<file path="src/obpe_ram.sv">
`timescale 1ns / 1ps
`default_nettype none
// ----------------------------------------------------------------------------
// obpe_ram
// Generic simple dual-port RAM, one write and one registered read port.
// ----------------------------------------------------------------------------
module obpe_ram #(
   parameter int WIDTH = 16,
   parameter int DEPTH = 64
) (
   input  wire logic                     clock,
   input  wire logic                     we,
   input  wire logic [$clog2(DEPTH)-1:0] waddr,
   input  wire logic [WIDTH-1:0]         wdata,
   input  wire logic [$clog2(DEPTH)-1:0] raddr,
   output logic      [WIDTH-1:0]         rdata
);

   logic [WIDTH-1:0] mem_ff [DEPTH];
   logic [WIDTH-1:0] rdata_ff;

   always_ff @(posedge clock) begin
      if (we) begin
         mem_ff[waddr] <= wdata;
      end
      rdata_ff <= mem_ff[raddr];
   end

   assign rdata = rdata_ff;

endmodule
`default_nettype wire

</file>
<file path="config.mk">
export PLATFORM = sky130hd
export DESIGN_NAME = obpe_ram
export DESIGN_NICKNAME = d
export VERILOG_FILES = /design/src/obpe_ram.sv
export SDC_FILE = /design/constraint.sdc
export NUM_CORES = 1
export LEC_CHECK = 0
export ABC_CLOCK_PERIOD_IN_PS = 2500
export BUFFER_PORTS_ARGS = -buffer_cell sky130_fd_sc_hd__buf_2
export CAP_MARGIN = 25
export CORE_MARGIN = 1.5
export CORE_UTILIZATION = 46
export CTS_CLUSTER_SIZE = 40
export DETAILED_ROUTE_END_ITERATION = 8
export MAX_ROUTING_LAYER = met4
export PLACE_DENSITY = 0.57
export SYNTH_ARGS = -nofsm -noshare
export SYNTH_HDL_FRONTEND = slang
export SYNTH_SLANG_ARGS = --single-unit
export TNS_END_PERCENT = 20
</file>
<file path="constraint.sdc">
create_clock -name clock -period 2.5 [get_ports clock]
set_input_delay 0.25 -clock clock [delete_from_list [all_inputs] [get_ports clock]]
set_output_delay 0.25 -clock clock [all_outputs]
set_load 0.01 [all_outputs]
</file>
==> results.toml <==
[synthesis]
syn_area_sq_mm = 0.0400
async_reset_ff_frac = 0
synth_warnings = 0
syn_nets = 1859
ys.flop_type = "edfxtp_1"
ys_types = 43
synth_edf_count = 1024
synthesis.instances = 1829
seq_area_frac_synth = 0.776
synth_area_per_cell_sq_um = 21.9
synth-seq-cells = 1040

[pwr]
p_comb_frac = 0.054
powerDensity_mw_per_mm2 = 795
p_sw_frac = 0.209
p_clk_frac = 0.420
p_int_mw = 29.1
peakVddDrop_v = 0.000582
power_frac_seq = 0.527
power.leakage_nw = 14.9
finalPower_mw = 36.8
power.switching_mw = 7.67

[global_route]
grt_pass1_wl_microns = 144000
antenna_found_initial = 9
grt_max_degree = 65
gr-total-overflow = 0
grt_pass1_vias = 19900
track_usage = 0.235

[sta]
fmax_mhz = 474
finalSetupViolations = 0
fin_worst_skew_ns = 0.0216
fin_ws_ns = 0.389
tightest_slew_ns = 0.879
slew_violations = 0
min_period_ns = 2.11
hold_ws_ns = 0.108
period_share = 0.844
max-slew-margin-rel = 0.414
rsz0062_at_grt = "false"
final_hold_viol_count = 0

[setup_path]
cp.arrival_ns = 2.64
crit_path_max_fanout = 1
worstSetupStartpoint = "mem_ff[22][9]"
reg2reg_from = "mem_ff[22][9]"
required_ns = 3.03
reg2reg_slack_ns = 0.39
worstSetupStartpointType = "flip-flop"
r2r-end = "rdata[9]"
path_class = "reg2reg"
r2r_cells = 6
cp-end-kind = "flip-flop"

[hold_path]
hold_depth = 1
holdPathEnd = "mem_ff[42][15]"
hold_path.class = "in2reg"
worstHoldStart = "wdata[15]"

[final_layout]
layout_commonest_cell = "edfxtp_1"
drive_above_1_share = 0.302
mostFrequentLayoutCells = "edfxtp_1, mux4_2, buf_4"
post-route-cell-area_sq_mm = 0.0463
layoutNonFillerInstCount = 3322
syn_to_final_growth_pct = 15.5
final_nets = 2107

[clock_network]
cts-root-buf = "clkbuf_16"
clock_latency_ns = 0.66
cts-buffers-inserted = 105
cts_num_sinks = 1040
cts_buffer_depth = 3
postCtsSetupBuffers = 0
cts_tree = "yes"
ctsHtreeMaxLevel = 3
path_clk_slew_ns = 0.06

[placement]
port-buffer-count = 45
post-dp-hpwl_microns = 62100
dpl_cell_area_sq_mm = 0.0428
place_ws_ns = -0.0543
dp_cells = 3123
gp_congestion = 0.844

[run]
drv_cap = 0

[routing]
via_per_inst = 5.88
route.detailed.drc = 0
wl_per_cell_microns = 30.1
drt-total-wl_microns = 100000
vias = 19500
ant_nets = 0
dr.first_iter.drc_count = 1897
firstDrtPassIters = 5

[die]
initial_core_util = 0.463
die_w_microns = 298
io_pins = 46
placementRows = 108
die_y_microns = 298
dieArea_sq_mm = 0.0888
fp.coreArea_sq_mm = 0.0865

[run_status]
status = "complete, no violations"
-- cell usage after synthesis (all sizes together) (3+ instances only) --
| master | n | share of area |
|---|---|---|
| a211o | 8 | 0.0017 |
| a211oi | 8 | 0.0015 |
| a21oi | 17 | 0.0021 |
| a221o | 6 | 0.0015 |
| a221oi | 16 | 0.0035 |
| a22o | 6 | 0.0013 |
| a22oi | 39 | 0.0073 |
| a311oi | 8 | 0.0017 |
| a31oi | 8 | 0.0012 |
| a41oi | 5 | 0.0011 |
| and4 | 5 | 0.0011 |
| buf | 77 | 0.016 |
| clkbuf | 27 | 0.0027 |
| dfxtp | 16 | 0.0080 |
| edfxtp | 1024 | 0.77 |
| mux2 | 27 | 0.0076 |
| mux2i | 85 | 0.021 |
| mux4 | 224 | 0.13 |
| nand2 | 60 | 0.0058 |
| nand2b | 3 | 0.00047 |
| nand3 | 24 | 0.0030 |
| nand4 | 12 | 0.0019 |
| nor2 | 74 | 0.0071 |
| nor2b | 30 | 0.0047 |
| nor4 | 3 | 0.00094 |
| o21ai | 8 | 0.0010 |
-- worst max-delay path by stage --
stage                         end  slack (ns)
finish                   rdata[9]        0.39
global route             rdata[9]        0.34
CTS                      rdata[9]        0.45
detailed placement       rdata[9]       -0.05
global placement         rdata[9]       -0.06
floorplan           mem_ff[48][0]        0.22
-- kinds of logic (layout without fill, tap and decap cells) --
kind of cell | Yosys count | count (layout) | synth area share
multiplexers | 336 | 336 | 0.155
AND/OR/NAND/NOR | 220 | 220 | 0.0265
buffers and inverters | 104 | 435 | 0.0183
other | 0 | 7 | 0
AO/OA/AOI/OAI | 129 | 129 | 0.0241
flip-flops | 1040 | 1040 | 0.776
-- repair_timing --
item,4_1_cts,5_1_grt
hold buffers,2,0
endpoints found under the setup margin,0,0
resized for setup,0,0
hold endpoints to repair,13,0
-- state kept, by name, summed over array words and instances (netlist names) --
| register | cells |
|---|---|
| mem_ff | 1024 |
| rdata | 16 |
-- stage by stage --
stage,util,TNS [ns]
final,0.535,0
after global routing,0.535,0
after CTS,0.535,0
after detailed placement,0.495,-0.117
after global placement,0.495,-0.147
after floorplan,-,0
-- power groups by stage --
stage | clock network [mW] | logic (mW) | registers (mW)
CTS | 15.7 | 2.00 | 19.4
global placement | 0 | 1.96 | 19.7
floorplan | 0 | 0.999 | 19.7
detailed placement | 0 | 1.99 | 19.7
finish | 15.4 | 1.97 | 19.4
global route | 16.3 | 2.09 | 19.4
-- worst max-delay path, cell delays in order (launching register included) --
cell and delay, ns:
edfxtp_1 0.37, mux4_2 0.46, mux2i_1 0.29, a22oi_1 0.15, a31oi_1 0.45, buf_4 0.22, a311oi_1 0.05
-- routing by layer --
metal,vias to the layer above,wire [microns],global-route usage
met5,-,0,-
met1,10600,41900,0.321
met4,0,2190,0.0528
met3,125,6920,0.0467
met2,649,48900,0.370
li1,8195,-,-
-- cell type report --
| cell class | count | area [sq um] |
|---|---|---|
| antenna | 7 | 17.5 |
| clock buffer | 130 | 2780 |
| clock inverter | 60 | 597 |
| fill | 6729 | 40200 |
| multi-input combinational | 685 | 8250 |
| sequential | 1040 | 31100 |
| tap | 1155 | 1450 |
| timing repair buffer | 245 | 2100 |
Power figures use the tool's default switching activity.
