<file path="config.mk">
export PLATFORM = sky130hd
export DESIGN_NAME = obpe_fifo
export DESIGN_NICKNAME = d
export VERILOG_FILES = /design/src/obpe_pkg.sv /design/src/obpe_fifo.sv
export SDC_FILE = /design/constraint.sdc
export NUM_CORES = 1
export LEC_CHECK = 0
export BUFFER_PORTS_ARGS = -buffer_cell sky130_fd_sc_hd__buf_2
export CELL_PAD_IN_SITES_DETAIL_PLACEMENT = 0
export CELL_PAD_IN_SITES_GLOBAL_PLACEMENT = 1
export CORE_AREA = 5 5 75 77
export DETAILED_ROUTE_END_ITERATION = 12
export DIE_AREA = 0 0 80 82
export PLACE_DENSITY_LB_ADDON = 0.05
export SYNTH_ARGS = -nofsm -noshare
export SYNTH_HDL_FRONTEND = slang
export SYNTH_SLANG_ARGS = --single-unit
</file>
<file path="constraint.sdc">
create_clock -name clock -period 2.3 [get_ports clock]
set_input_delay 0.23 -clock clock [delete_from_list [all_inputs] [get_ports clock]]
set_output_delay 0.23 -clock clock [all_outputs]
set_load 0.02 [all_outputs]
</file>
<file path="src/obpe_pkg.sv">
`timescale 1ns / 1ps
`default_nettype none
// ----------------------------------------------------------------------------
// obpe_pkg
// Shared types and constants of the oscillometric blood pressure estimator.
// ----------------------------------------------------------------------------
package obpe_pkg;

   localparam int MAX_PULSES = 64;
   localparam int ADDR_W     = $clog2(MAX_PULSES);
   localparam int CNT_W      = ADDR_W + 1;
   localparam int SUM_W      = 16 + ADDR_W;
   localparam int DIV_W      = 27;
   localparam int FIFO_DEPTH = 4;
   localparam int FIFO_PTR_W = $clog2(FIFO_DEPTH);
   localparam int CSR_ADDR_W = 5;

   localparam logic [13:0] RATE_SCALE = 14'd15360;

   localparam logic [15:0] SYS_RATIO_RST = 16'd42598;
   localparam logic [15:0] DIA_RATIO_RST = 16'd45875;
   localparam logic [15:0] DEV_RATIO_RST = 16'd13107;
   localparam logic [15:0] IRR_FRAC_RST  = 16'd13107;
   localparam logic [12:0] SRATE_RST     = 13'd100;

   localparam logic OP_LOAD  = 1'b0;
   localparam logic OP_CLEAR = 1'b1;

   typedef enum logic [2:0] {
      CSR_SYS_RATIO = 3'd0,
      CSR_DIA_RATIO = 3'd1,
      CSR_DEV_RATIO = 3'd2,
      CSR_IRR_FRAC  = 3'd3,
      CSR_SRATE     = 3'd4
   } csr_idx_type;

   typedef struct packed {
      logic        operation;
      logic [15:0] cuff_pressure;
      logic [15:0] amplitude;
      logic [15:0] sample_index;
      logic        last_pulse;
   } req_type;

   typedef struct packed {
      logic [15:0] mean_pressure;
      logic [15:0] systolic_pressure;
      logic [15:0] diastolic_pressure;
      logic [15:0] pulse_rate;
      logic [7:0]  irregular_beats;
      logic        irregular_run;
      logic [7:0]  irregular_run_count;
   } rsp_type;

   typedef struct packed {
      logic [15:0] pressure;
      logic [15:0] amplitude;
      logic [15:0] index;
   } rec_type;

   typedef enum logic {
      CMD_CLEAR  = 1'b0,
      CMD_FINISH = 1'b1
   } cmd_kind_type;

   typedef struct packed {
      cmd_kind_type      kind;
      logic [CNT_W-1:0]  count;
   } cmd_type;

   typedef struct packed {
      logic [15:0] sys_ratio;
      logic [15:0] dia_ratio;
      logic [15:0] dev_ratio;
      logic [15:0] irr_frac;
      logic [12:0] srate;
   } cfg_type;

   typedef enum logic [3:0] {
      ST_IDLE,
      ST_P1_RD,
      ST_P1_DAT,
      ST_P1_DIV,
      ST_DIA_PREP,
      ST_DIA_RD,
      ST_DIA_DAT,
      ST_SYS_PREP,
      ST_SYS_RD,
      ST_SYS_DAT,
      ST_AVG_START,
      ST_AVG_WAIT,
      ST_DEV_RD,
      ST_DEV_MUL,
      ST_DEV_CMP,
      ST_OUT
   } state_type;

endpackage
`default_nettype wire

</file>
<file path="src/obpe_fifo.sv">
`timescale 1ns / 1ps
`default_nettype none
// ----------------------------------------------------------------------------
// obpe_fifo
// Short command queue between the front and back parts.
// ----------------------------------------------------------------------------
module obpe_fifo (
   input  wire logic             clock,
   input  wire logic             reset,
   input  wire logic             push,
   input  wire obpe_pkg::cmd_type push_cmd,
   input  wire logic             pop,
   output logic                  full,
   output logic                  empty,
   output obpe_pkg::cmd_type     head
);

   obpe_pkg::cmd_type                      slot_ff [obpe_pkg::FIFO_DEPTH];
   logic [obpe_pkg::FIFO_PTR_W-1:0]        wptr_ff, wptr_in;
   logic [obpe_pkg::FIFO_PTR_W-1:0]        rptr_ff, rptr_in;
   logic [obpe_pkg::FIFO_PTR_W:0]          fill_ff, fill_in;
   logic                                   do_push, do_pop;

   always_comb begin
      full    = (fill_ff == (obpe_pkg::FIFO_PTR_W+1)'(obpe_pkg::FIFO_DEPTH));
      empty   = (fill_ff == '0);
      head    = slot_ff[rptr_ff];
      do_push = push & ~full;
      do_pop  = pop & ~empty;
      wptr_in = do_push ? wptr_ff + 1'b1 : wptr_ff;
      rptr_in = do_pop ? rptr_ff + 1'b1 : rptr_ff;
      fill_in = fill_ff + {{obpe_pkg::FIFO_PTR_W{1'b0}}, do_push}
                        - {{obpe_pkg::FIFO_PTR_W{1'b0}}, do_pop};
   end

   always_ff @(posedge clock) begin
      if (reset) begin
         wptr_ff <= '0;
         rptr_ff <= '0;
         fill_ff <= '0;
      end else begin
         wptr_ff <= wptr_in;
         rptr_ff <= rptr_in;
         fill_ff <= fill_in;
      end
      if (do_push) begin
         slot_ff[wptr_ff] <= push_cmd;
      end
   end

endmodule
`default_nettype wire

</file>
==> results.md <==
- The detailed-route DRC error count is 0.
- Measured on the finished design, the core utilization comes to a little under 40%.
- The pin count of the biggest net entering global routing is 12.
- The die outline height is approximately 82 um.
- The average footprint of a synthesized cell is about 18 um^2.
- After floorplanning, the core was divided into 26 placement rows.
- The setup path with the least slack is of type flop to flop.
- The number of sinks on the clock net is between 40 and 50.
- The global-route wire length before repair is between 4 and 5 mm.
- Summed over all nets, wire length on met3 after detailed routing comes to ~130 um.
- The top cell types in the final layout, fill and taps aside, are sky130_fd_sc_hd__edfxtp_1, sky130_fd_sc_hd__buf_2, sky130_fd_sc_hd__inv_1, sky130_fd_sc_hd__mux4_2.
- The post-route netlist has between 30 and 40% of its cells at a drive strength greater than 1.
- Compared with the post-synthesis result, the final layout area differs by 18.0%.
- The largest voltage drop on the vdd net is 0.000536 V.
- The number of antenna violations at the first check in global routing is 0.
- After detailed routing, the number of vias per cell comes to ~4.3.
- After legalization and detailed placement, the total HPWL measured approximately 1.9 mm.
- For the pin with the worst max-slew slack, the measured transition is 0.451 ns.
- The clock reaches the later pin of the worst-skew pair after approximately 0.28 ns.
- Headroom to the max-slew limit came out at a little over two thirds.
- In the final routed layout, each cell accounts on average for about 14 um.
- The synthesized design contains between 40 and 50 register bits.
- The upper clock frequency limit is about 0.48 GHz.
- Global routing used about a tenth of the available tracks across all layers.
- Counting I/O delays and the setup requirement, the final critical path takes 2.09 ns.
- The hold violation count in the final report is 0.
- The setup slack of the most critical reg-to-reg path is approximately 0.21 ns.
- The overall overflow remaining after global route is 0.
- The count of routing violations after the opening detailed-route iteration is 28.
- The number of violations of the max-capacitance limit is 0.
- Setup repair after global routing left no endpoint under its margin.
- The number of H-tree levels is 2.
- The number of max-slew violations in the final report came to 0.
- The setup-violating endpoint count in the final report is 0.
- The via count of the first global-routing pass is between 800 and 900.
- Of all nets on the critical path, the largest fanout is 5.
- The ratio of total power to cell area is around 1000 nW/um^2.
- Ranked by total cell area, the synthesized netlist is headed by sky130_fd_sc_hd__edfxtp_1, sky130_fd_sc_hd__dfxtp_1, sky130_fd_sc_hd__mux4_2.
- After technology mapping, the gate count stands at 93.
- The total iterations of the first detailed-routing run is 3.
- At the end of the flow, the number of nets in the layout was 139.
- After detailed routing, the met2 layer carries approximately 1.4 mm of wire.
- The Yosys step of the flow raised 0 warnings.
- At the worst endpoint, the arrival time is about 2.3 ns.
- For this design the static power due to leakage is 0.689 nW.
- The total negative slack is 0 ns.
- The clock tree from TritonCTS is done.
- The critical-path cell with the highest stage delay is sky130_fd_sc_hd__fa_1.
- The total routed wirelength is around 2.7 mm.
- The sequential element share of the synthesized area is between 60% and 70%.
- After clock tree synthesis, the clock-pin slew on the worst setup and hold paths is about 0.07 ns.
- The number of diodes is 0.
- Routed signal wires occupy layers up through met4.
- The worst setup path is captured at a flop.
- In this run the deepest clock path goes through 2 buffers.
- The critical path launch point type is a flop.
- The top-level port count is 22.
- The number of hold buffers added after CTS is 0.
- The library cell used most frequently in the layout, excluding fill and tap cells, is sky130_fd_sc_hd__edfxtp_1.
- The congestion estimate from routability-driven global placement came to between 0.7 and 0.8.
- Yosys mapped the design onto 24 distinct sky130hd cell types.
- The filler cell count in the final layout is slightly above 500.
- The die covers 6560 um^2.
- Walking the worst path, the cells encountered are o31ai_4 > inv_1 > ha_1 > inv_1 > ha_1 > fa_1 > xnor2_1 > xnor2_1 > nor2_1.
- The delay of the slowest critical-path stage is about 0.38 ns.
- The residual antenna-violating net count after detailed routing is 0.
- The share of Yosys cell area claimed by the top area cell type is 58.8%.
- The worst setup skew after layout is 0.00244 ns.
- Clock tree synthesis selected as its root buffer the cell sky130_fd_sc_hd__clkbuf_8.
- The length of routed wiring on met1 is roughly 1.2 mm.
- The number of input and output port buffers inserted is 21.
- Summing over every cut layer, the via total after detailed routing is ~820.
- For this configuration, the core starts out at a cell density of between 30% and 40%.
- The required time of the critical path is ~2.5 ns.
- After synthesis the cells add up to between 1500 and 2000 um^2.
- The tightest min-delay check is of the input pin to flop type.
- The placeable core area is a little under 5000 um^2.
- The width of the die is 80 um.
- The flow ran to the end, and the final reports show no timing, DRC or antenna violations.
- The number of buffers added by the clock tree synthesis step is 5.
- Of all cell types, the one taking the most synthesized area is sky130_fd_sc_hd__edfxtp_1.
- Counting every net in the synthesized netlist gives roughly 110.
- The final cycle utilization of the critical path is ~91%.
==> logic make-up (layout without fill, tap and decap cells) <==
family | after synthesis | after routing | synth area share [%]
DFF | 41 | 41 | 69.8
and+or+nand+nor | 17 | 17 | 6.51
buffers and inverters | 11 | 39 | 2.60
muxes | 9 | 9 | 11.6
adders and majority gates | 7 | 7 | 5.82
AOI/OAI and AO/OA | 5 | 5 | 1.99
xor gates and xnor gates | 3 | 3 | 1.61
==> metal layers <==
metal / vias to the layer above / global-route usage (%)
met3: 6 / 3.73
met1: 407 / 10.3
li1: 392 / -
met2: 19 / 15.9
met5: - / 0
met4: 0 / 4.56
==> cell usage after synthesis (all sizes together) <==
| master | count |
|---|---|
| fa | 1 |
| and2 | 4 |
| xor2 | 1 |
| xnor2 | 2 |
| nand2 | 1 |
| nor3 | 1 |
| o31ai | 1 |
| ha | 6 |
| dfxtp | 9 |
| edfxtp | 32 |
| nor3b | 1 |
| or3 | 2 |
| buf | 2 |
| nor2 | 4 |
| nor2b | 2 |
| nand2b | 2 |
| mux4 | 8 |
| a21oi | 2 |
| mux2i | 1 |
| clkbuf | 1 |
| o21ai | 2 |
| inv | 8 |
==> critical path: cells and delay by family (launching register included) <==
kind                     cells  cell delay [ns]
adder cells (fa/ha/maj)      3             0.83
flip-flops                   1             0.37
XOR/XNOR                     2             0.32
AO/OA/AOI/OAI                1             0.29
buffers and inverters        2             0.11
AND/OR/NAND/NOR              1             0.05
==> final timing paths <==
path | startpoint | end | cells after the start
setup / recovery | fill_ff[1]$_SDFF_PP0_ | fill_ff[2]$_SDFF_PP0_ | 9
hold / removal | push_cmd[1] | slot_ff[0][1]$_DFFE_PP_ | 1
setup reg to reg | fill_ff[1]$_SDFF_PP0_ | fill_ff[2]$_SDFF_PP0_ | 9
hold reg to reg | rptr_ff[1]$_SDFFE_PP0P_ | rptr_ff[1]$_SDFFE_PP0P_ | 2
==> metrics by stage <==
step	power [W]	cells	hold slack, ns	setup slack (ns)	instance area, um^2
after floorplan	0.00139	93	0.329	0.130	1630
after global placement	0.00157	182	0.444	0.160	1820
after detailed placement	0.00158	182	0.454	0.123	1820
after CTS	0.00202	190	0.150	0.111	1900
after global routing	0.00215	191	0.146	0.0267	1930
final	0.00201	191	0.162	0.213	1930
==> area by class of cell <==
class	instances	area (um^2)	share of cell area, %
clock buffer	8	80.1	4.15
multi-input combinational	41	465	24.1
tap	70	87.6	4.54
inverter	8	30.0	1.56
timing repair buffer	23	120	6.23
sequential	41	1140	59.4
==> power breakdown <==
part	internal, W	switching (W)
sequential	0.000906	0.0000735
combinational	0.000278	0.000318
clock	0.000215	0.000220
total	0.00140	0.000611
==> repair_timing <==
action                     in CTS  in global routing
hold endpoints to repair        0                  0
resized for setup               0                  5
setup buffers                   0                  1
setup endpoints to repair       0                  1
==> state kept, by name, indices dropped and copies added (netlist names), named ones only <==
register / count
rptr_ff: 2
fill_ff: 3
wptr_ff: 2
slot_ff: 32
No activity file was read; power rests on OpenSTA's default activity.
