### src/obpe_pkg.sv
`timescale 1ns / 1ps
`default_nettype none
// ----------------------------------------------------------------------------
// obpe_pkg
// Shared types and constants of the oscillometric blood pressure estimator.
// ----------------------------------------------------------------------------
package obpe_pkg;

   localparam int MAX_PULSES = 64;
   localparam int ADDR_W     = $clog2(MAX_PULSES);
   localparam int CNT_W      = ADDR_W + 1;
   localparam int SUM_W      = 16 + ADDR_W;
   localparam int DIV_W      = 27;
   localparam int FIFO_DEPTH = 4;
   localparam int FIFO_PTR_W = $clog2(FIFO_DEPTH);
   localparam int CSR_ADDR_W = 5;

   localparam logic [13:0] RATE_SCALE = 14'd15360;

   localparam logic [15:0] SYS_RATIO_RST = 16'd42598;
   localparam logic [15:0] DIA_RATIO_RST = 16'd45875;
   localparam logic [15:0] DEV_RATIO_RST = 16'd13107;
   localparam logic [15:0] IRR_FRAC_RST  = 16'd13107;
   localparam logic [12:0] SRATE_RST     = 13'd100;

   localparam logic OP_LOAD  = 1'b0;
   localparam logic OP_CLEAR = 1'b1;

   typedef enum logic [2:0] {
      CSR_SYS_RATIO = 3'd0,
      CSR_DIA_RATIO = 3'd1,
      CSR_DEV_RATIO = 3'd2,
      CSR_IRR_FRAC  = 3'd3,
      CSR_SRATE     = 3'd4
   } csr_idx_type;

   typedef struct packed {
      logic        operation;
      logic [15:0] cuff_pressure;
      logic [15:0] amplitude;
      logic [15:0] sample_index;
      logic        last_pulse;
   } req_type;

   typedef struct packed {
      logic [15:0] mean_pressure;
      logic [15:0] systolic_pressure;
      logic [15:0] diastolic_pressure;
      logic [15:0] pulse_rate;
      logic [7:0]  irregular_beats;
      logic        irregular_run;
      logic [7:0]  irregular_run_count;
   } rsp_type;

   typedef struct packed {
      logic [15:0] pressure;
      logic [15:0] amplitude;
      logic [15:0] index;
   } rec_type;

   typedef enum logic {
      CMD_CLEAR  = 1'b0,
      CMD_FINISH = 1'b1
   } cmd_kind_type;

   typedef struct packed {
      cmd_kind_type      kind;
      logic [CNT_W-1:0]  count;
   } cmd_type;

   typedef struct packed {
      logic [15:0] sys_ratio;
      logic [15:0] dia_ratio;
      logic [15:0] dev_ratio;
      logic [15:0] irr_frac;
      logic [12:0] srate;
   } cfg_type;

   typedef enum logic [3:0] {
      ST_IDLE,
      ST_P1_RD,
      ST_P1_DAT,
      ST_P1_DIV,
      ST_DIA_PREP,
      ST_DIA_RD,
      ST_DIA_DAT,
      ST_SYS_PREP,
      ST_SYS_RD,
      ST_SYS_DAT,
      ST_AVG_START,
      ST_AVG_WAIT,
      ST_DEV_RD,
      ST_DEV_MUL,
      ST_DEV_CMP,
      ST_OUT
   } state_type;

endpackage
`default_nettype wire

### src/obpe_front.sv
`timescale 1ns / 1ps
`default_nettype none
// ----------------------------------------------------------------------------
// obpe_front
// Accepts transactions, stores pulse records and queues clear/finish commands.
// ----------------------------------------------------------------------------
module obpe_front (
   input  wire logic                           clock,
   input  wire logic                           reset,
   input  wire logic                           req_valid,
   input  wire obpe_pkg::req_type              req_data,
   output logic                                req_stall,
   input  wire logic                           fifo_full,
   input  wire logic                           back_done,
   output logic                                push,
   output obpe_pkg::cmd_type                   push_cmd,
   output logic                                ram_we,
   output logic [obpe_pkg::ADDR_W-1:0]         ram_waddr,
   output obpe_pkg::rec_type                   ram_wdata
);

   logic [obpe_pkg::CNT_W-1:0] cnt_ff, cnt_in;
   logic                       pend_ff, pend_in;
   logic                       accept, is_load, finish;
   logic [obpe_pkg::CNT_W-1:0] cnt_next;

   always_comb begin
      req_stall = fifo_full | pend_ff;
      accept    = req_valid & ~req_stall;
      is_load   = accept & (req_data.operation == obpe_pkg::OP_LOAD);
      ram_we    = is_load & (cnt_ff < obpe_pkg::CNT_W'(obpe_pkg::MAX_PULSES));
      ram_waddr = cnt_ff[obpe_pkg::ADDR_W-1:0];
      ram_wdata = '{pressure:  req_data.cuff_pressure,
                    amplitude: req_data.amplitude,
                    index:     req_data.sample_index};
      cnt_next  = ram_we ? cnt_ff + 1'b1 : cnt_ff;
      finish    = is_load & req_data.last_pulse;
      push      = finish | (accept & (req_data.operation == obpe_pkg::OP_CLEAR));
      push_cmd.kind  = finish ? obpe_pkg::CMD_FINISH : obpe_pkg::CMD_CLEAR;
      push_cmd.count = cnt_next;
      cnt_in    = finish ? '0 : cnt_next;
      pend_in   = finish | (pend_ff & ~back_done);
   end

   always_ff @(posedge clock) begin
      if (reset) begin
         cnt_ff  <= '0;
         pend_ff <= 1'b0;
      end else begin
         cnt_ff  <= cnt_in;
         pend_ff <= pend_in;
      end
   end

endmodule
`default_nettype wire

### config.mk
export PLATFORM = sky130hd
export DESIGN_NAME = obpe_front
export DESIGN_NICKNAME = d
export VERILOG_FILES = /design/src/obpe_pkg.sv /design/src/obpe_front.sv
export SDC_FILE = /design/constraint.sdc
export NUM_CORES = 1
export LEC_CHECK = 0
export ABC_AREA = 0
export BUFFER_PORTS_ARGS = -buffer_cell sky130_fd_sc_hd__buf_4
export CORE_MARGIN = 1.5
export CORE_UTILIZATION = 34
export CTS_BUF_LIST = sky130_fd_sc_hd__clkbuf_8
export CTS_CLUSTER_SIZE = 24
export DETAILED_ROUTE_END_ITERATION = 12
export PLACE_DENSITY = 0.95
export SLEW_MARGIN = 20
export SYNTH_ARGS = -nofsm -noshare
export SYNTH_HDL_FRONTEND = slang
export SYNTH_SLANG_ARGS = --single-unit
### constraint.sdc
create_clock -name clock -period 4.3 [get_ports clock]
set_input_delay 0.215 -clock clock [delete_from_list [all_inputs] [get_ports clock]]
set_output_delay 0.215 -clock clock [all_outputs]
set_load 0.01 [all_outputs]
==> metrics.csv, run 1 <==
metric,value,unit
synth_top_family_by_area,buffers and inverters,
synth_xor_area_share,0,%
yosys.area_share.adder,1.45,%
core.rowCount,18,
area_growth,-20.0,%
setup_tns,0,ns
synth_edf_count,0,
worstSetupStartpointType,flip-flop,
syn_area,863,um^2
grt_pass1_vias,444,
power_density,275,nW/um^2
yosysSeqAreaShare,18.6,%
worstPathRequired,4.09,ns
yosys.area.top_type,buf_4,
fmax,512,MHz
antenna_found_initial,0,
yosys.area.top_type_share,47.8,%
die_h,53.4,um
diodes,0,
wl_per_cell,12.8,um
synthTopCellsByArea,"buf_4 48%, dfxtp_1 19%, o31ai_1 4.3%",
grt_pass1_wl,2030,um
vias,554,
h-tree-depth,1,
yosys_warnings,0,
drive_gt1_share,37.5,%
grt_usage,10.2,%
grt.overflow.total,0,
drc_errors,0,
finalClockSkew,0.000597,ns
synth_compound_area_share,12.0,%
drtIter0Drc,9,
synth_cells,110,
grt_max_degree,14,
cts_buffer_depth,2,
dieArea,2850,um^2
p_leak,0.321,nW
dr.pass1.iters,4,
wirelength,1410,um
clk_latency,0.23,ns
hold_buffers,0,
cts_tree,yes,
hp-class,input port to flip-flop,
syn-num-nets,166,
finalHoldViolCount,0,
ys_seq_elements,8,
ys.flop_type,dfxtp_1,
postCtsSetupRepairBufs,0,
end_kind,output port,
critPathSlowestCell,or4_4,
maxSlewHeadroom,78.3,%
muxShareOfSynthArea,0,%
status,"complete, no violations",
cts_resized,0,
maxCapViolCount,0,
syn_avg_cell_area,7.85,um^2
fin_crit,1.95,ns
root_buffer,clkbuf_8,
finalMaxSlewViolations,0,
dieWidth,53.4,um
io_pins,120,
clkSinkCount,8,
cpPeakStageDelay,0.52,ns
total_power,0.000190,W
critical_path_arrival,1.74,ns
path_class,flip-flop to output port,
core-area,2430,um^2
async_flop_share,0,%
nets,138,
gp_congestion,0.771,
synthSimpleGateAreaFrac,17.1,%
port_buffers,23,
ant_nets,0,
place_hpwl,1100,um
clkTransAtPathRegs,0.04,ns
crit_chain,"nor2_1, inv_1, or4_4, nand2_1, buf_4",
ys_types,24,
routed_via_density,5.04,
cts_buffers,3,
start_util,35.5,%
path_buf_inv,2,
worst_pin_slew,0.323,ns
period_share,45.4,%
vdd_drop_max,0.000215,V
cp_max_fo,8,
crit_family,simple AND/OR/NAND/NOR gates,
rsz0062_at_grt,false,
setup_violations,0,
## flip-flops by register name, indices dropped and copies added (netlist names)
name,flops
pend_ff,1
cnt_ff,7
## synth_stat cells (all sizes together), types with 2 or more instances
master,n
buf,56
dfxtp,8
nand2,7
a21oi,6
o31ai,5
inv,4
nor2,4
or4,4
o21ai,3
nand3,2
nor2b,2
or3b,2
## area by class of cell
cell class / instances / area (um^2)
Clock buffer: 3 / 41.3
Fill cell: 267 / 1740
Inverter: 4 / 15.0
Multi-Input combinational cell: 42 / 264
Sequential cell: 8 / 160
Tap cell: 30 / 37.5
Timing Repair Buffer: 23 / 173
## routing by layer
layer	part of all wire, %	routed length [um]	vias to the layer above	track usage [%]
met5	0	0	-	0
met4	3.4	48	0	9.83
met3	9.9	140	12	3.95
met2	43	612	23	14.6
met1	43	609	260	11.3
li1	-	-	259	-
## path summary, 6_finish.rpt
check                                     startpoint                    to  slack, ns  cells past startpoint
worst max-delay path              pend_ff$_SDFF_PP0_           push_cmd[2]       2.35                      5
worst min-delay path                           reset    pend_ff$_SDFF_PP0_       0.15                      2
worst max register to register  cnt_ff[6]$_SDFF_PP0_  cnt_ff[5]$_SDFF_PP0_       2.77                      3
worst min register to register  cnt_ff[3]$_SDFF_PP0_  cnt_ff[3]$_SDFF_PP0_       0.53                      2
## metrics by stage
step	worst slack [ns]	hold slack [ns]	utilization (%)	instances	area, um^2
floorplan	2.74	0.287	-	110	863
global placement	2.56	0.389	26.7	107	649
detailed placement	2.55	0.390	26.7	107	649
CTS	2.34	0.151	28.4	110	691
global route	2.21	0.152	28.4	110	691
finish	2.35	0.151	28.4	110	691
## report_power, final
group	total, W	internal (W)	leakage, nW	switching (W)
Combinational	0.0000227	0.0000108	0.235	0.0000118
Clock	0.0000908	0.0000607	0.0216	0.0000301
Sequential	0.0000764	0.0000753	0.0646	0.00000102
## cell families after synthesis
family          count (synthesis)
compound gates                 16
buf+inv                        60
fa+ha+maj                       1
simple gates                   25
flops                           8
## layout by cell type, fill, tap and decap left out, drive strengths merged
master	count
a21oi	6
a31o	1
a32oi	1
and3	1
buf	23
clkbuf	3
dfxtp	8
ha	1
inv	4
nand2	7
nand3	2
nand4	1
nand4bb	1
nor2	4
nor2b	2
o21ai	3
o31ai	5
or3	1
or3b	2
or4	4
(Power assumes the default switching activity.)
==> run 2, diff against run 1 <==
Settings changed: CORE_UTILIZATION 34 to 31, PLACE_DENSITY 0.95 to 0.91.
Clock period 4.3 ns to 1.88 ns, I/O delays scaled along.
==> metrics.csv, run 2 (same netlist as run 1, synthesis figures left out) <==
metric,value,unit,change
setup_slack,0.0696,ns,was 2.35 ns
hp-class,input port to flip-flop,,unchanged
io_pins,120,,unchanged
port_buffers,23,,unchanged
setup_violations,0,,unchanged
grt_pass1_wl,2310,um,was 2030 um
grt_max_degree,14,,unchanged
fin_crit,1.81,ns,
maxSlewHeadroom,78.3,%,about the same
drtIter0Drc,12,,was 9
core-area,2540,um^2,was 2430 um^2
wirelength,1470,um,was 1410 um
cts_buffers,3,,unchanged
rrSetupSlack,0.37,ns,was 2.77 ns
cts_resized,0,,unchanged
path_buf_inv,1,,was 2
ant_nets,0,,unchanged
startpoint,cnt_ff[6]$_SDFF_PP0_,,was pend_ff$_SDFF_PP0_
clk_latency,0.23,ns,about the same
finalMaxSlewViolations,0,,unchanged
final_core_util,27.6,%,was 28.4%
rr_endpoint,cnt_ff[3]$_SDFF_PP0_,,was cnt_ff[5]$_SDFF_PP0_
end_kind,output port,,unchanged
dieWidth,55.8,um,was 53.4 um
hold_buffers,0,,unchanged
path_class,flip-flop to output port,,unchanged
top_regs,"cnt_ff (7), pend_ff (1)",,unchanged
top_register,cnt_ff,,unchanged
maxCapViolCount,0,,unchanged
worstSetupStartpointType,flip-flop,,unchanged
largest_register_ffs,7,,unchanged
r2r_start,cnt_ff[6]$_SDFF_PP0_,,unchanged
path_depth,4,,was 5
total_power,0.000432,W,was 0.000190 W
fmax,552,MHz,
core.rowCount,18,,unchanged
cpPeakStageDelay,0.54,ns,was 0.52 ns
cts_tree,yes,,unchanged
crit_family,simple AND/OR/NAND/NOR gates,,unchanged
finalHoldViolCount,0,,unchanged
gp_congestion,0.809,,was 0.771
crit_chain,"or3b_4, or4_1, nand2_1, buf_4",,"was nor2_1, inv_1, or4_4, nand2_1, buf_4"
setup_tns,0,ns,unchanged
cp_max_fo,13,,was 8
critical_path_arrival,1.72,ns,was 1.74 ns
drive_gt1_share,39.5,%,was 37.5%
grt_usage,9.44,%,was 10.2%
worst_pin_slew,0.323,ns,about the same
nets,139,,was 138
worstPathRequired,1.79,ns,was 4.09 ns
dp_slack,0.305,ns,was 2.55 ns
start_util,33.9,%,was 35.5%
r2r_cells,3,,unchanged
period_share,96.3,%,
h-tree-depth,1,,unchanged
layout_commonest_cell,buf_4,,unchanged
rsz0062_at_grt,true,,was false
antenna_found_initial,0,,unchanged
critPathSlowestCell,or4_1,,was or4_4
die_h,55.8,um,was 53.4 um
p_leak,0.327,nW,was 0.321 nW
wl_per_cell,13.2,um,was 12.8 um
area_growth,-18.7,%,was -20.0%
clkSinkCount,8,,unchanged
routed_via_density,4.72,,was 5.04
finalClockSkew,0.00201,ns,was 0.000597 ns
root_buffer,clkbuf_8,,unchanged
cts_buffer_depth,2,,unchanged
grt_pass1_vias,537,,was 444
endpoint,push_cmd[3],,was push_cmd[2]
grt.overflow.total,0,,unchanged
vias,524,,was 554
power_density,616,nW/um^2,was 275 nW/um^2
clkTransAtPathRegs,0.04,ns,about the same
diodes,0,,unchanged
drc_errors,0,,unchanged
status,"complete, no violations",,unchanged
dr.pass1.iters,3,,was 4
mostFrequentLayoutCells,"24 x buf_4, 8 x dfxtp_1, 7 x nand2_1",,"was 23 x buf_4, 8 x dfxtp_1, 7 x nand2_1"
dieArea,3110,um^2,was 2850 um^2
postCtsSetupRepairBufs,0,,unchanged
place_hpwl,1150,um,was 1100 um
vdd_drop_max,0.000473,V,was 0.000215 V
## run 2: worst min path at each step
stage	endpoint	start	depth (start not counted)
2_1_floorplan	pend_ff$_SDFF_PP0_	reset	1
3_3_place_gp	ram_wdata[18]	req_data[19]	0
6_report	pend_ff$_SDFF_PP0_	reset	2
5_1_grt	pend_ff$_SDFF_PP0_	reset	2
4_1_cts	pend_ff$_SDFF_PP0_	reset	2
3_5_place_dp	ram_wdata[18]	req_data[19]	0
## run 2: cell type report
class / instances / area, um^2
well taps: 30 / 37.5
fillers: 281 / 1840
inverters: 4 / 15.0
flip-flops and latches: 8 / 160
repair buffers: 24 / 180
clock buffers: 3 / 41.3
multi-input cells: 42 / 268
## run 2: stage by stage
stage               instances  hold slack, ns  instance area [um^2]
finish                    111          0.0307                   702
global route              111          0.0406                   702
CTS                       111          0.0253                   698
detailed placement        108           0.188                   657
global placement          108           0.188                   657
floorplan                 110           0.166                   863
## run 2: routing by layer
layer | part of all wire, % | wire, um | global-route usage, % | up-vias
met1 | 39 | 573 | 9.37 | 227
met3 | 14 | 201 | 6.28 | 14
met5 | 0 | 0 | 0 | -
li1 | - | - | - | 257
met2 | 43 | 634 | 13.3 | 26
met4 | 4.1 | 61 | 8.36 | 0
## run 2: report_power, final
part	internal (W)	switching [W]	leakage (nW)	total (W)
clock	0.000138	0.0000651	0.0216	0.000204
sequential	0.000172	0.00000246	0.0646	0.000175
combinational	0.0000263	0.0000274	0.241	0.0000538
total	0.000337	0.0000950	0.327	0.000432
