File: src/obpe_pkg.sv
`timescale 1ns / 1ps
`default_nettype none
// ----------------------------------------------------------------------------
// obpe_pkg
// Shared types and constants of the oscillometric blood pressure estimator.
// ----------------------------------------------------------------------------
package obpe_pkg;

   localparam int MAX_PULSES = 64;
   localparam int ADDR_W     = $clog2(MAX_PULSES);
   localparam int CNT_W      = ADDR_W + 1;
   localparam int SUM_W      = 16 + ADDR_W;
   localparam int DIV_W      = 27;
   localparam int FIFO_DEPTH = 4;
   localparam int FIFO_PTR_W = $clog2(FIFO_DEPTH);
   localparam int CSR_ADDR_W = 5;

   localparam logic [13:0] RATE_SCALE = 14'd15360;

   localparam logic [15:0] SYS_RATIO_RST = 16'd42598;
   localparam logic [15:0] DIA_RATIO_RST = 16'd45875;
   localparam logic [15:0] DEV_RATIO_RST = 16'd13107;
   localparam logic [15:0] IRR_FRAC_RST  = 16'd13107;
   localparam logic [12:0] SRATE_RST     = 13'd100;

   localparam logic OP_LOAD  = 1'b0;
   localparam logic OP_CLEAR = 1'b1;

   typedef enum logic [2:0] {
      CSR_SYS_RATIO = 3'd0,
      CSR_DIA_RATIO = 3'd1,
      CSR_DEV_RATIO = 3'd2,
      CSR_IRR_FRAC  = 3'd3,
      CSR_SRATE     = 3'd4
   } csr_idx_type;

   typedef struct packed {
      logic        operation;
      logic [15:0] cuff_pressure;
      logic [15:0] amplitude;
      logic [15:0] sample_index;
      logic        last_pulse;
   } req_type;

   typedef struct packed {
      logic [15:0] mean_pressure;
      logic [15:0] systolic_pressure;
      logic [15:0] diastolic_pressure;
      logic [15:0] pulse_rate;
      logic [7:0]  irregular_beats;
      logic        irregular_run;
      logic [7:0]  irregular_run_count;
   } rsp_type;

   typedef struct packed {
      logic [15:0] pressure;
      logic [15:0] amplitude;
      logic [15:0] index;
   } rec_type;

   typedef enum logic {
      CMD_CLEAR  = 1'b0,
      CMD_FINISH = 1'b1
   } cmd_kind_type;

   typedef struct packed {
      cmd_kind_type      kind;
      logic [CNT_W-1:0]  count;
   } cmd_type;

   typedef struct packed {
      logic [15:0] sys_ratio;
      logic [15:0] dia_ratio;
      logic [15:0] dev_ratio;
      logic [15:0] irr_frac;
      logic [12:0] srate;
   } cfg_type;

   typedef enum logic [3:0] {
      ST_IDLE,
      ST_P1_RD,
      ST_P1_DAT,
      ST_P1_DIV,
      ST_DIA_PREP,
      ST_DIA_RD,
      ST_DIA_DAT,
      ST_SYS_PREP,
      ST_SYS_RD,
      ST_SYS_DAT,
      ST_AVG_START,
      ST_AVG_WAIT,
      ST_DEV_RD,
      ST_DEV_MUL,
      ST_DEV_CMP,
      ST_OUT
   } state_type;

endpackage
`default_nettype wire

File: src/obpe_ram.sv
`timescale 1ns / 1ps
`default_nettype none
// ----------------------------------------------------------------------------
// obpe_ram
// Generic simple dual-port RAM, one write and one registered read port.
// ----------------------------------------------------------------------------
module obpe_ram #(
   parameter int WIDTH = 16,
   parameter int DEPTH = 64
) (
   input  wire logic                     clock,
   input  wire logic                     we,
   input  wire logic [$clog2(DEPTH)-1:0] waddr,
   input  wire logic [WIDTH-1:0]         wdata,
   input  wire logic [$clog2(DEPTH)-1:0] raddr,
   output logic      [WIDTH-1:0]         rdata
);

   logic [WIDTH-1:0] mem_ff [DEPTH];
   logic [WIDTH-1:0] rdata_ff;

   always_ff @(posedge clock) begin
      if (we) begin
         mem_ff[waddr] <= wdata;
      end
      rdata_ff <= mem_ff[raddr];
   end

   assign rdata = rdata_ff;

endmodule
`default_nettype wire

File: src/obpe_div.sv
`timescale 1ns / 1ps
`default_nettype none
// ----------------------------------------------------------------------------
// obpe_div
// Restoring unsigned divider, one quotient bit per cycle.
// ----------------------------------------------------------------------------
module obpe_div (
   input  wire logic                       clock,
   input  wire logic                       reset,
   input  wire logic                       start,
   input  wire logic [obpe_pkg::DIV_W-1:0] dividend,
   input  wire logic [15:0]                divisor,
   output logic                            done,
   output logic [obpe_pkg::DIV_W-1:0]      quotient
);

   localparam int CW = $clog2(obpe_pkg::DIV_W);

   logic [obpe_pkg::DIV_W-1:0] quo_ff, quo_in;
   logic [15:0]                rem_ff, rem_in;
   logic [15:0]                div_ff, div_in;
   logic [CW-1:0]              cnt_ff, cnt_in;
   logic                       busy_ff, busy_in;
   logic                       done_ff, done_in;
   logic [16:0]                rem_sh, rem_sub;
   logic                       ge;

   always_comb begin
      rem_sh  = {rem_ff, quo_ff[obpe_pkg::DIV_W-1]};
      rem_sub = rem_sh - {1'b0, div_ff};
      ge      = (rem_sh >= {1'b0, div_ff});
      quo_in  = quo_ff;
      rem_in  = rem_ff;
      div_in  = div_ff;
      cnt_in  = cnt_ff;
      busy_in = busy_ff;
      done_in = 1'b0;
      if (start) begin
         quo_in  = dividend;
         rem_in  = '0;
         div_in  = divisor;
         cnt_in  = CW'(obpe_pkg::DIV_W - 1);
         busy_in = 1'b1;
      end else if (busy_ff) begin
         quo_in = {quo_ff[obpe_pkg::DIV_W-2:0], ge};
         rem_in = ge ? rem_sub[15:0] : rem_sh[15:0];
         cnt_in = cnt_ff - 1'b1;
         if (cnt_ff == '0) begin
            busy_in = 1'b0;
            done_in = 1'b1;
         end
      end
   end

   always_ff @(posedge clock) begin
      if (reset) begin
         busy_ff <= 1'b0;
         done_ff <= 1'b0;
      end else begin
         busy_ff <= busy_in;
         done_ff <= done_in;
      end
      quo_ff <= quo_in;
      rem_ff <= rem_in;
      div_ff <= div_in;
      cnt_ff <= cnt_in;
   end

   assign done     = done_ff;
   assign quotient = quo_ff;

endmodule
`default_nettype wire

File: src/obpe_back.sv
`timescale 1ns / 1ps
`default_nettype none
// ----------------------------------------------------------------------------
// obpe_back
// Executes queued commands: walks the pulse store and builds the run result.
// ----------------------------------------------------------------------------
module obpe_back (
   input  wire logic                      clock,
   input  wire logic                      reset,
   input  wire obpe_pkg::cfg_type         cfg,
   input  wire logic                      fifo_empty,
   input  wire obpe_pkg::cmd_type         head,
   output logic                           pop,
   output logic [obpe_pkg::ADDR_W-1:0]    ram_raddr,
   input  wire obpe_pkg::rec_type         ram_rdata,
   output logic                           back_done,
   output logic                           rsp_valid,
   output obpe_pkg::rsp_type              rsp_data,
   input  wire logic                      rsp_stall
);

   localparam int AW = obpe_pkg::ADDR_W;
   localparam int NW = obpe_pkg::CNT_W;
   localparam int SW = obpe_pkg::SUM_W;

   obpe_pkg::state_type state_ff, state_in;

   logic [NW-1:0]  n_ff, n_in, i_ff, i_in;
   logic [15:0]    peak_ff, peak_in, map_ff, map_in;
   logic [AW-1:0]  peak_at_ff, peak_at_in;
   logic [15:0]    prev_ff, prev_in;
   logic [SW-1:0]  sum_ff, sum_in;
   logic [31:0]    prod_ff, prod_in;
   logic [32:0]    best_ff, best_in;
   logic           found_ff, found_in;
   logic [15:0]    sbp_ff, sbp_in, dbp_ff, dbp_in, avg_ff, avg_in;
   logic [SW+15:0] thr_ff, thr_in;
   logic [SW-1:0]  scaled_ff, scaled_in;
   logic [7:0]     beats_ff, beats_in, runs_ff, runs_in;
   logic           run_ff, run_in;
   logic           rv_ff, rv_in;
   obpe_pkg::rsp_type rsp_ff, rsp_in;

   logic [AW-1:0]  m;
   logic [NW-1:0]  i_inc;
   logic [15:0]    d, rate, rate_rd;
   logic [32:0]    a_ext, p_ext, err;
   logic [SW-1:0]  dev;
   logic           div_start, div_done;
   logic [obpe_pkg::DIV_W-1:0] div_dvd, div_q;
   logic [15:0]    div_dvs;
   logic           rate_we;
   logic [AW-1:0]  rate_raddr;

   obpe_div u_div (
      .clock    (clock),
      .reset    (reset),
      .start    (div_start),
      .dividend (div_dvd),
      .divisor  (div_dvs),
      .done     (div_done),
      .quotient (div_q)
   );

   obpe_ram #(.WIDTH(16), .DEPTH(obpe_pkg::MAX_PULSES)) u_rate_ram (
      .clock (clock),
      .we    (rate_we),
      .waddr (i_ff[AW-1:0]),
      .wdata (rate),
      .raddr (rate_raddr),
      .rdata (rate_rd)
   );

   always_comb begin
      state_in   = state_ff;
      n_in       = n_ff;
      i_in       = i_ff;
      peak_in    = peak_ff;
      peak_at_in = peak_at_ff;
      map_in     = map_ff;
      prev_in    = prev_ff;
      sum_in     = sum_ff;
      prod_in    = prod_ff;
      best_in    = best_ff;
      found_in   = found_ff;
      sbp_in     = sbp_ff;
      dbp_in     = dbp_ff;
      avg_in     = avg_ff;
      thr_in     = thr_ff;
      scaled_in  = scaled_ff;
      beats_in   = beats_ff;
      runs_in    = runs_ff;
      run_in     = run_ff;
      rv_in      = rv_ff & rsp_stall;
      rsp_in     = rsp_ff;
      pop        = 1'b0;
      back_done  = 1'b0;
      div_start  = 1'b0;
      div_dvd    = obpe_pkg::DIV_W'(obpe_pkg::RATE_SCALE) * obpe_pkg::DIV_W'(cfg.srate);
      div_dvs    = '0;
      rate_we    = 1'b0;
      ram_raddr  = i_ff[AW-1:0];
      rate_raddr = i_ff[AW-1:0];

      m     = AW'(n_ff - 1'b1);
      i_inc = i_ff + 1'b1;
      d     = ram_rdata.index - prev_ff;
      rate  = (|div_q[obpe_pkg::DIV_W-1:16]) ? 16'hFFFF : div_q[15:0];
      a_ext = {1'b0, ram_rdata.amplitude, 16'h0000};
      p_ext = {1'b0, prod_ff};
      err   = (a_ext >= p_ext) ? a_ext - p_ext : p_ext - a_ext;
      dev   = (scaled_ff >= sum_ff) ? scaled_ff - sum_ff : sum_ff - scaled_ff;

      unique case (state_ff)
         obpe_pkg::ST_IDLE: begin
            if (!fifo_empty) begin
               pop = 1'b1;
               if (head.kind == obpe_pkg::CMD_CLEAR) begin
                  runs_in = '0;
               end else begin
                  n_in       = head.count;
                  i_in       = '0;
                  peak_in    = '0;
                  peak_at_in = '0;
                  map_in     = '0;
                  sum_in     = '0;
                  sbp_in     = '0;
                  dbp_in     = '0;
                  avg_in     = '0;
                  beats_in   = '0;
                  run_in     = 1'b0;
                  state_in   = (head.count == '0) ? obpe_pkg::ST_OUT : obpe_pkg::ST_P1_RD;
               end
            end
         end
         obpe_pkg::ST_P1_RD: begin
            state_in = obpe_pkg::ST_P1_DAT;
         end
         obpe_pkg::ST_P1_DAT, obpe_pkg::ST_P1_DIV: begin
            if (state_ff == obpe_pkg::ST_P1_DAT) begin
               if (ram_rdata.amplitude > peak_ff) begin
                  peak_in    = ram_rdata.amplitude;
                  peak_at_in = i_ff[AW-1:0];
                  map_in     = ram_rdata.pressure;
               end
               prev_in = ram_rdata.index;
            end
            if (state_ff == obpe_pkg::ST_P1_DAT && i_ff != '0 && d != '0) begin
               div_start = 1'b1;
               div_dvs   = d;
               state_in  = obpe_pkg::ST_P1_DIV;
            end else if (state_ff == obpe_pkg::ST_P1_DIV && !div_done) begin
               state_in = obpe_pkg::ST_P1_DIV;
            end else begin
               if (i_ff != '0) begin
                  if (state_ff == obpe_pkg::ST_P1_DAT) begin
                     rate = 16'hFFFF;
                  end
                  rate_we = 1'b1;
                  sum_in  = sum_ff + SW'(rate);
               end
               i_in = i_inc;
               if (i_inc == n_ff) begin
                  if ((state_ff == obpe_pkg::ST_P1_DAT && ram_rdata.amplitude > peak_ff)
                      || peak_ff != '0) begin
                     state_in = obpe_pkg::ST_DIA_PREP;
                  end else if (n_ff >= NW'(3)) begin
                     state_in = obpe_pkg::ST_AVG_START;
                  end else begin
                     state_in = obpe_pkg::ST_OUT;
                  end
               end else begin
                  state_in = obpe_pkg::ST_P1_RD;
               end
            end
         end
         obpe_pkg::ST_DIA_PREP: begin
            prod_in  = 32'(cfg.dia_ratio) * 32'(peak_ff);
            found_in = 1'b0;
            i_in     = NW'(peak_at_ff);
            state_in = (peak_at_ff == '0) ? obpe_pkg::ST_SYS_PREP : obpe_pkg::ST_DIA_RD;
         end
         obpe_pkg::ST_DIA_RD: begin
            ram_raddr = AW'(i_ff - 1'b1);
            state_in  = obpe_pkg::ST_DIA_DAT;
         end
         obpe_pkg::ST_DIA_DAT: begin
            if (!found_ff || err < best_ff) begin
               found_in = 1'b1;
               best_in  = err;
               dbp_in   = ram_rdata.pressure;
            end
            i_in     = i_ff - 1'b1;
            state_in = (i_ff == NW'(1)) ? obpe_pkg::ST_SYS_PREP : obpe_pkg::ST_DIA_RD;
         end
         obpe_pkg::ST_SYS_PREP: begin
            prod_in  = 32'(cfg.sys_ratio) * 32'(peak_ff);
            found_in = 1'b0;
            i_in     = NW'(peak_at_ff) + 1'b1;
            if (NW'(peak_at_ff) + 1'b1 >= n_ff) begin
               state_in = (n_ff >= NW'(3)) ? obpe_pkg::ST_AVG_START : obpe_pkg::ST_OUT;
            end else begin
               state_in = obpe_pkg::ST_SYS_RD;
            end
         end
         obpe_pkg::ST_SYS_RD: begin
            state_in = obpe_pkg::ST_SYS_DAT;
         end
         obpe_pkg::ST_SYS_DAT: begin
            if (!found_ff || err < best_ff) begin
               found_in = 1'b1;
               best_in  = err;
               sbp_in   = ram_rdata.pressure;
            end
            i_in = i_inc;
            if (i_inc == n_ff) begin
               state_in = (n_ff >= NW'(3)) ? obpe_pkg::ST_AVG_START : obpe_pkg::ST_OUT;
            end else begin
               state_in = obpe_pkg::ST_SYS_RD;
            end
         end
         obpe_pkg::ST_AVG_START: begin
            div_start = 1'b1;
            div_dvd   = obpe_pkg::DIV_W'(sum_ff);
            div_dvs   = 16'(m);
            thr_in    = (SW+16)'(cfg.dev_ratio) * (SW+16)'(sum_ff);
            state_in  = obpe_pkg::ST_AVG_WAIT;
         end
         obpe_pkg::ST_AVG_WAIT: begin
            if (div_done) begin
               avg_in   = div_q[15:0];
               i_in     = NW'(1);
               state_in = obpe_pkg::ST_DEV_RD;
            end
         end
         obpe_pkg::ST_DEV_RD: begin
            state_in = obpe_pkg::ST_DEV_MUL;
         end
         obpe_pkg::ST_DEV_MUL: begin
            scaled_in = SW'(rate_rd) * SW'(m);
            state_in  = obpe_pkg::ST_DEV_CMP;
         end
         obpe_pkg::ST_DEV_CMP: begin
            if ({dev, 16'h0000} > thr_ff && beats_ff != 8'hFF) begin
               beats_in = beats_ff + 1'b1;
            end
            i_in = i_inc;
            if (i_inc == n_ff) begin
               if ({beats_in, 16'h0000} > 24'(cfg.irr_frac) * 24'(m)) begin
                  run_in = 1'b1;
                  if (runs_ff != 8'hFF) begin
                     runs_in = runs_ff + 1'b1;
                  end
               end
               state_in = obpe_pkg::ST_OUT;
            end else begin
               state_in = obpe_pkg::ST_DEV_RD;
            end
         end
         obpe_pkg::ST_OUT: begin
            if (!rv_ff || !rsp_stall) begin
               rv_in     = 1'b1;
               rsp_in    = '{mean_pressure:       map_ff,
                             systolic_pressure:   sbp_ff,
                             diastolic_pressure:  dbp_ff,
                             pulse_rate:          avg_ff,
                             irregular_beats:     beats_ff,
                             irregular_run:       run_ff,
                             irregular_run_count: runs_ff};
               back_done = 1'b1;
               state_in  = obpe_pkg::ST_IDLE;
            end
         end
         default: begin
            state_in = obpe_pkg::ST_IDLE;
         end
      endcase
   end

   always_ff @(posedge clock) begin
      if (reset) begin
         state_ff <= obpe_pkg::ST_IDLE;
         runs_ff  <= '0;
         rv_ff    <= 1'b0;
      end else begin
         state_ff <= state_in;
         runs_ff  <= runs_in;
         rv_ff    <= rv_in;
      end
      n_ff       <= n_in;
      i_ff       <= i_in;
      peak_ff    <= peak_in;
      peak_at_ff <= peak_at_in;
      map_ff     <= map_in;
      prev_ff    <= prev_in;
      sum_ff     <= sum_in;
      prod_ff    <= prod_in;
      best_ff    <= best_in;
      found_ff   <= found_in;
      sbp_ff     <= sbp_in;
      dbp_ff     <= dbp_in;
      avg_ff     <= avg_in;
      thr_ff     <= thr_in;
      scaled_ff  <= scaled_in;
      beats_ff   <= beats_in;
      run_ff     <= run_in;
      rsp_ff     <= rsp_in;
   end

   assign rsp_valid = rv_ff;
   assign rsp_data  = rsp_ff;

endmodule
`default_nettype wire

File: config.mk
export PLATFORM = sky130hd
export DESIGN_NAME = obpe_back
export DESIGN_NICKNAME = d
export VERILOG_FILES = /design/src/obpe_pkg.sv /design/src/obpe_ram.sv /design/src/obpe_div.sv /design/src/obpe_back.sv
export SDC_FILE = /design/constraint.sdc
export NUM_CORES = 2
export LEC_CHECK = 0
export ABC_CLOCK_PERIOD_IN_PS = 22200
export BUFFER_PORTS_ARGS = -buffer_cell sky130_fd_sc_hd__buf_4
export CAP_MARGIN = 20
export CELL_PAD_IN_SITES_DETAIL_PLACEMENT = 1
export CELL_PAD_IN_SITES_GLOBAL_PLACEMENT = 2
export CORE_ASPECT_RATIO = 0.75
export CORE_MARGIN = 1.5
export CORE_UTILIZATION = 35
export DETAILED_ROUTE_END_ITERATION = 12
export PLACE_DENSITY_LB_ADDON = 0.1
export RECOVER_POWER = 100
export SKIP_CTS_REPAIR_TIMING = 1
export SLEW_MARGIN = 15
export SYNTH_ARGS = -nofsm -noshare
export SYNTH_HDL_FRONTEND = slang
export SYNTH_SLANG_ARGS = --single-unit
File: constraint.sdc
create_clock -name clock -period 22.2 [get_ports clock]
set_clock_uncertainty 0.05 [all_clocks]
set_input_delay 4.44 -clock clock [delete_from_list [all_inputs] [get_ports clock]]
set_output_delay 4.44 -clock clock [all_outputs]
set_load 0.03 [all_outputs]
==> reports/metrics.csv <==
metric,value,unit
outcome,"finished, violations left",
failed_checks,"capacitance limit, slew limit",
route.antenna.remaining_nets,0,
grtUsageTotal,23.46,%
layout_min_cycle_time,12.48,ns
number_of_enable_type_register_cells_in_the_synthesized_netlist,1421,
fmax,80.14,MHz
synth_fp_nets,9969,
port_buffers,226,
clk_root_buffer_cell,sky130_fd_sc_hd__clkbuf_16,
slew_headroom,-178.5,%
core_area,276200,µm²
hp-class,flip-flop to flip-flop,
die-height,459.6,µm
cts_htree_levels,4,
mostFrequentLayoutCells,"sky130_fd_sc_hd__edfxtp_1, sky130_fd_sc_hd__inv_1, sky130_fd_sc_hd__nand2_1",
dp_worst_setup_slack,10.60,ns
dpl_cell_area,104400,µm²
worstSetupStartpointType,input pin,
worstPathRequired,22.61,ns
area.growth.synth_to_final,11.24,%
yosysWarningCount,0,
endpoint_kind,flip-flop,
fill_cells,29780,
cts-root-to-sink-buffers,4,
synth-seq-cells,1473,
worstSkewPairLatency,0.88,ns
dr.pass1.iters,6,
via_per_inst,5.377,
postLayoutCellArea,108200,µm²
layout_commonest_cell,sky130_fd_sc_hd__edfxtp_1,
period_share,56.21,%
final_layout_size_suffix_gt1_share,5.954,%
syn-instance-count,8408,
cts_tree,yes,
setup_slack,9.721,ns
max_fo_critical_path,46,
maximum_number_of_pins_on_one_net_before_global_route_repair,91,
rsz_0062_raised_after_global_routing,no,
synthDistinctLibCells,89,
cts_buffers,170,
async_reset_ff_share,0,%
timing_worst_setup_path_type,input pin to flip-flop,
route.detailed.wl_per_inst,26.64,µm
postRouteWirelength,331.6,mm
final_hold_viol_count,0,
drt-initial-drc-count,5533,
synth_flop_cell,sky130_fd_sc_hd__edfxtp_1,
floorplan.initialDensity,35.23,%
timing.max_cap.violations,55,
clk_transition_reported_paths,0.06,ns
report.final.setup_viol,0,
grt_antenna_before_repair,17,
die-width,611.8,µm
via_count,66940,
routability_congestion_estimate_from_global_placement,0.8480,
std_cell_rows,167,
first_pass_grt_wire_length,488.2,mm
clock_sinks,1473,
ioPinCount,227,
worst_hold_slack,0.3629,ns
final.setup.tns,0,ns
grt_pass1_vias,71250,
detail_route.drc_violations,0,
layout.nets,10150,
globalRoute.totalOverflow,0,
tightest_slew,4.178,ns
synthesis.area,97310,µm²
cp.arrival,12.89,ns
avg_synthesized_cell_area,11.57,µm²
synth-seq-area-share,44.92,%
timing.final.max_slew_violations,1969,
dieArea,281200,µm²
post-dp-hpwl,231.1,mm
-- logic make-up (layout without fill, tap and decap cells) --
group / after synthesis / in the layout / synth area share, %
buf+inv: 1554 / 1863 / 6.034
xor+xnor: 248 / 248 / 2.260
flops: 1473 / 1473 / 44.92
mux: 34 / 34 / 0.3575
fa+ha+maj: 1424 / 1424 / 24.55
compound gates: 1531 / 1531 / 10.92
other cells: 0 / 13 / 0
simple gates: 2144 / 2144 / 10.96
-- synthesized netlist by cell type (41+ instances only) --
library cell	n	area, µm²
sky130_fd_sc_hd__a41oi_1	81	709.4
sky130_fd_sc_hd__o21bai_1	43	322.8
sky130_fd_sc_hd__edfxtp_1	1421	42670
sky130_fd_sc_hd__and2_1	365	2283
sky130_fd_sc_hd__a21o_1	133	998.5
sky130_fd_sc_hd__nor4_1	63	394.1
sky130_fd_sc_hd__a21oi_1	306	1531
sky130_fd_sc_hd__ha_1	615	7695
sky130_fd_sc_hd__o21ai_0	155	775.7
sky130_fd_sc_hd__clkbuf_1	388	1456
sky130_fd_sc_hd__a22oi_1	496	3724
sky130_fd_sc_hd__nor2_1	240	900.9
sky130_fd_sc_hd__fa_1	809	16200
sky130_fd_sc_hd__nor2b_1	60	375.4
sky130_fd_sc_hd__nand3_1	83	415.4
sky130_fd_sc_hd__inv_1	1128	4234
sky130_fd_sc_hd__nand2b_1	83	519.3
sky130_fd_sc_hd__xor2_1	87	762.0
sky130_fd_sc_hd__nand4_1	78	488.0
sky130_fd_sc_hd__nand2_1	872	3273
sky130_fd_sc_hd__nor3_1	80	400.4
sky130_fd_sc_hd__and3_1	105	656.9
sky130_fd_sc_hd__xnor2_1	159	1393
sky130_fd_sc_hd__a211oi_1	45	337.8
sky130_fd_sc_hd__or3_1	41	256.5
sky130_fd_sc_hd__dfxtp_1	52	1041
-- metal layers --
| metal | up-vias | global-route usage (%) | routed length, µm |
|---|---|---|---|
| li1 | 29650 | - | - |
| met1 | 35330 | 35.41 | 162100 |
| met2 | 1625 | 36.53 | 146900 |
| met3 | 335 | 2.113 | 15120 |
| met4 | 2 | 4.972 | 7474 |
| met5 | - | 0 | 20 |
-- layout make-up --
class / count / area [µm²] / area share, %
diodes: 13 / 32.53 / 0.03005
clock buffers: 203 / 4420 / 4.084
clock inverters: 94 / 864.6 / 0.7987
inverters: 1129 / 4238 / 3.915
multi-input cells: 5381 / 47910 / 44.26
flip-flops and latches: 1473 / 43710 / 40.38
well taps: 3718 / 4652 / 4.298
repair buffers: 437 / 2417 / 2.233
-- registers in the layout (all words and copies together) (netlist names), 4 cells and up --
name and cells:
best_ff 33, scaled_ff 22, u_div.cnt_ff 5, runs_ff 8, u_div.rem_ff 16, n_ff 7
beats_ff 8, map_ff 16, u_rate_ram.mem_ff 1024, sbp_ff 16, avg_ff 16, u_div.div_ff 16
state_ff 4, rsp_data 81, prev_ff 16, thr_ff 38, u_rate_ram.rdata 16, i_ff 7
sum_ff 22, dbp_ff 16, u_div.quotient 27, peak_at_ff 6, prod_ff 32, peak_ff 16
-- path summary, 6_finish.rpt --
kind | depth (start not counted) | slack (ns) | end | from
setup reg to reg | 32 | 10.74 | runs_ff[7]$_SDFFE_PP0P_ | n_ff[0]$_DFFE_PP_
setup / recovery | 18 | 9.72 | u_rate_ram.mem_ff[18][1]$_DFFE_PP_ | ram_rdata[0]
hold / removal | 0 | 0.36 | rsp_data[78]$_DFFE_PP_ | map_ff[13]$_SDFFCE_PP0P_
hold reg to reg | 0 | 0.36 | rsp_data[78]$_DFFE_PP_ | map_ff[13]$_SDFFCE_PP0P_
-- through the flow --
stage	instances	util, %
6_report	12450	39.19
3_3_place_gp	12140	37.79
3_5_place_dp	12140	37.80
2_1_floorplan	8408	-
4_1_cts	12430	39.71
5_1_grt	12440	39.17
-- critical path: stages --
cell and delay, ns:
sky130_fd_sc_hd__clkbuf_1 0.09, sky130_fd_sc_hd__inv_1 0.06, sky130_fd_sc_hd__ha_1 0.17, sky130_fd_sc_hd__inv_1 0.06
sky130_fd_sc_hd__fa_1 0.42, sky130_fd_sc_hd__a211oi_1 0.30, sky130_fd_sc_hd__o21ai_0 0.19, sky130_fd_sc_hd__a211oi_1 0.34
sky130_fd_sc_hd__nor2_1 0.13, sky130_fd_sc_hd__xnor2_1 0.24, sky130_fd_sc_hd__nand4_1 0.16, sky130_fd_sc_hd__a2111oi_0 0.52
sky130_fd_sc_hd__nor4b_1 1.08, sky130_fd_sc_hd__o21ai_4 0.08, sky130_fd_sc_hd__clkbuf_1 0.67, sky130_fd_sc_hd__clkbuf_1 1.25
sky130_fd_sc_hd__nor4_1 1.90, sky130_fd_sc_hd__clkbuf_1 0.71
Power is not shown: default switching activity piles up to over one toggle a cycle in this logic, so the estimate is an artifact.
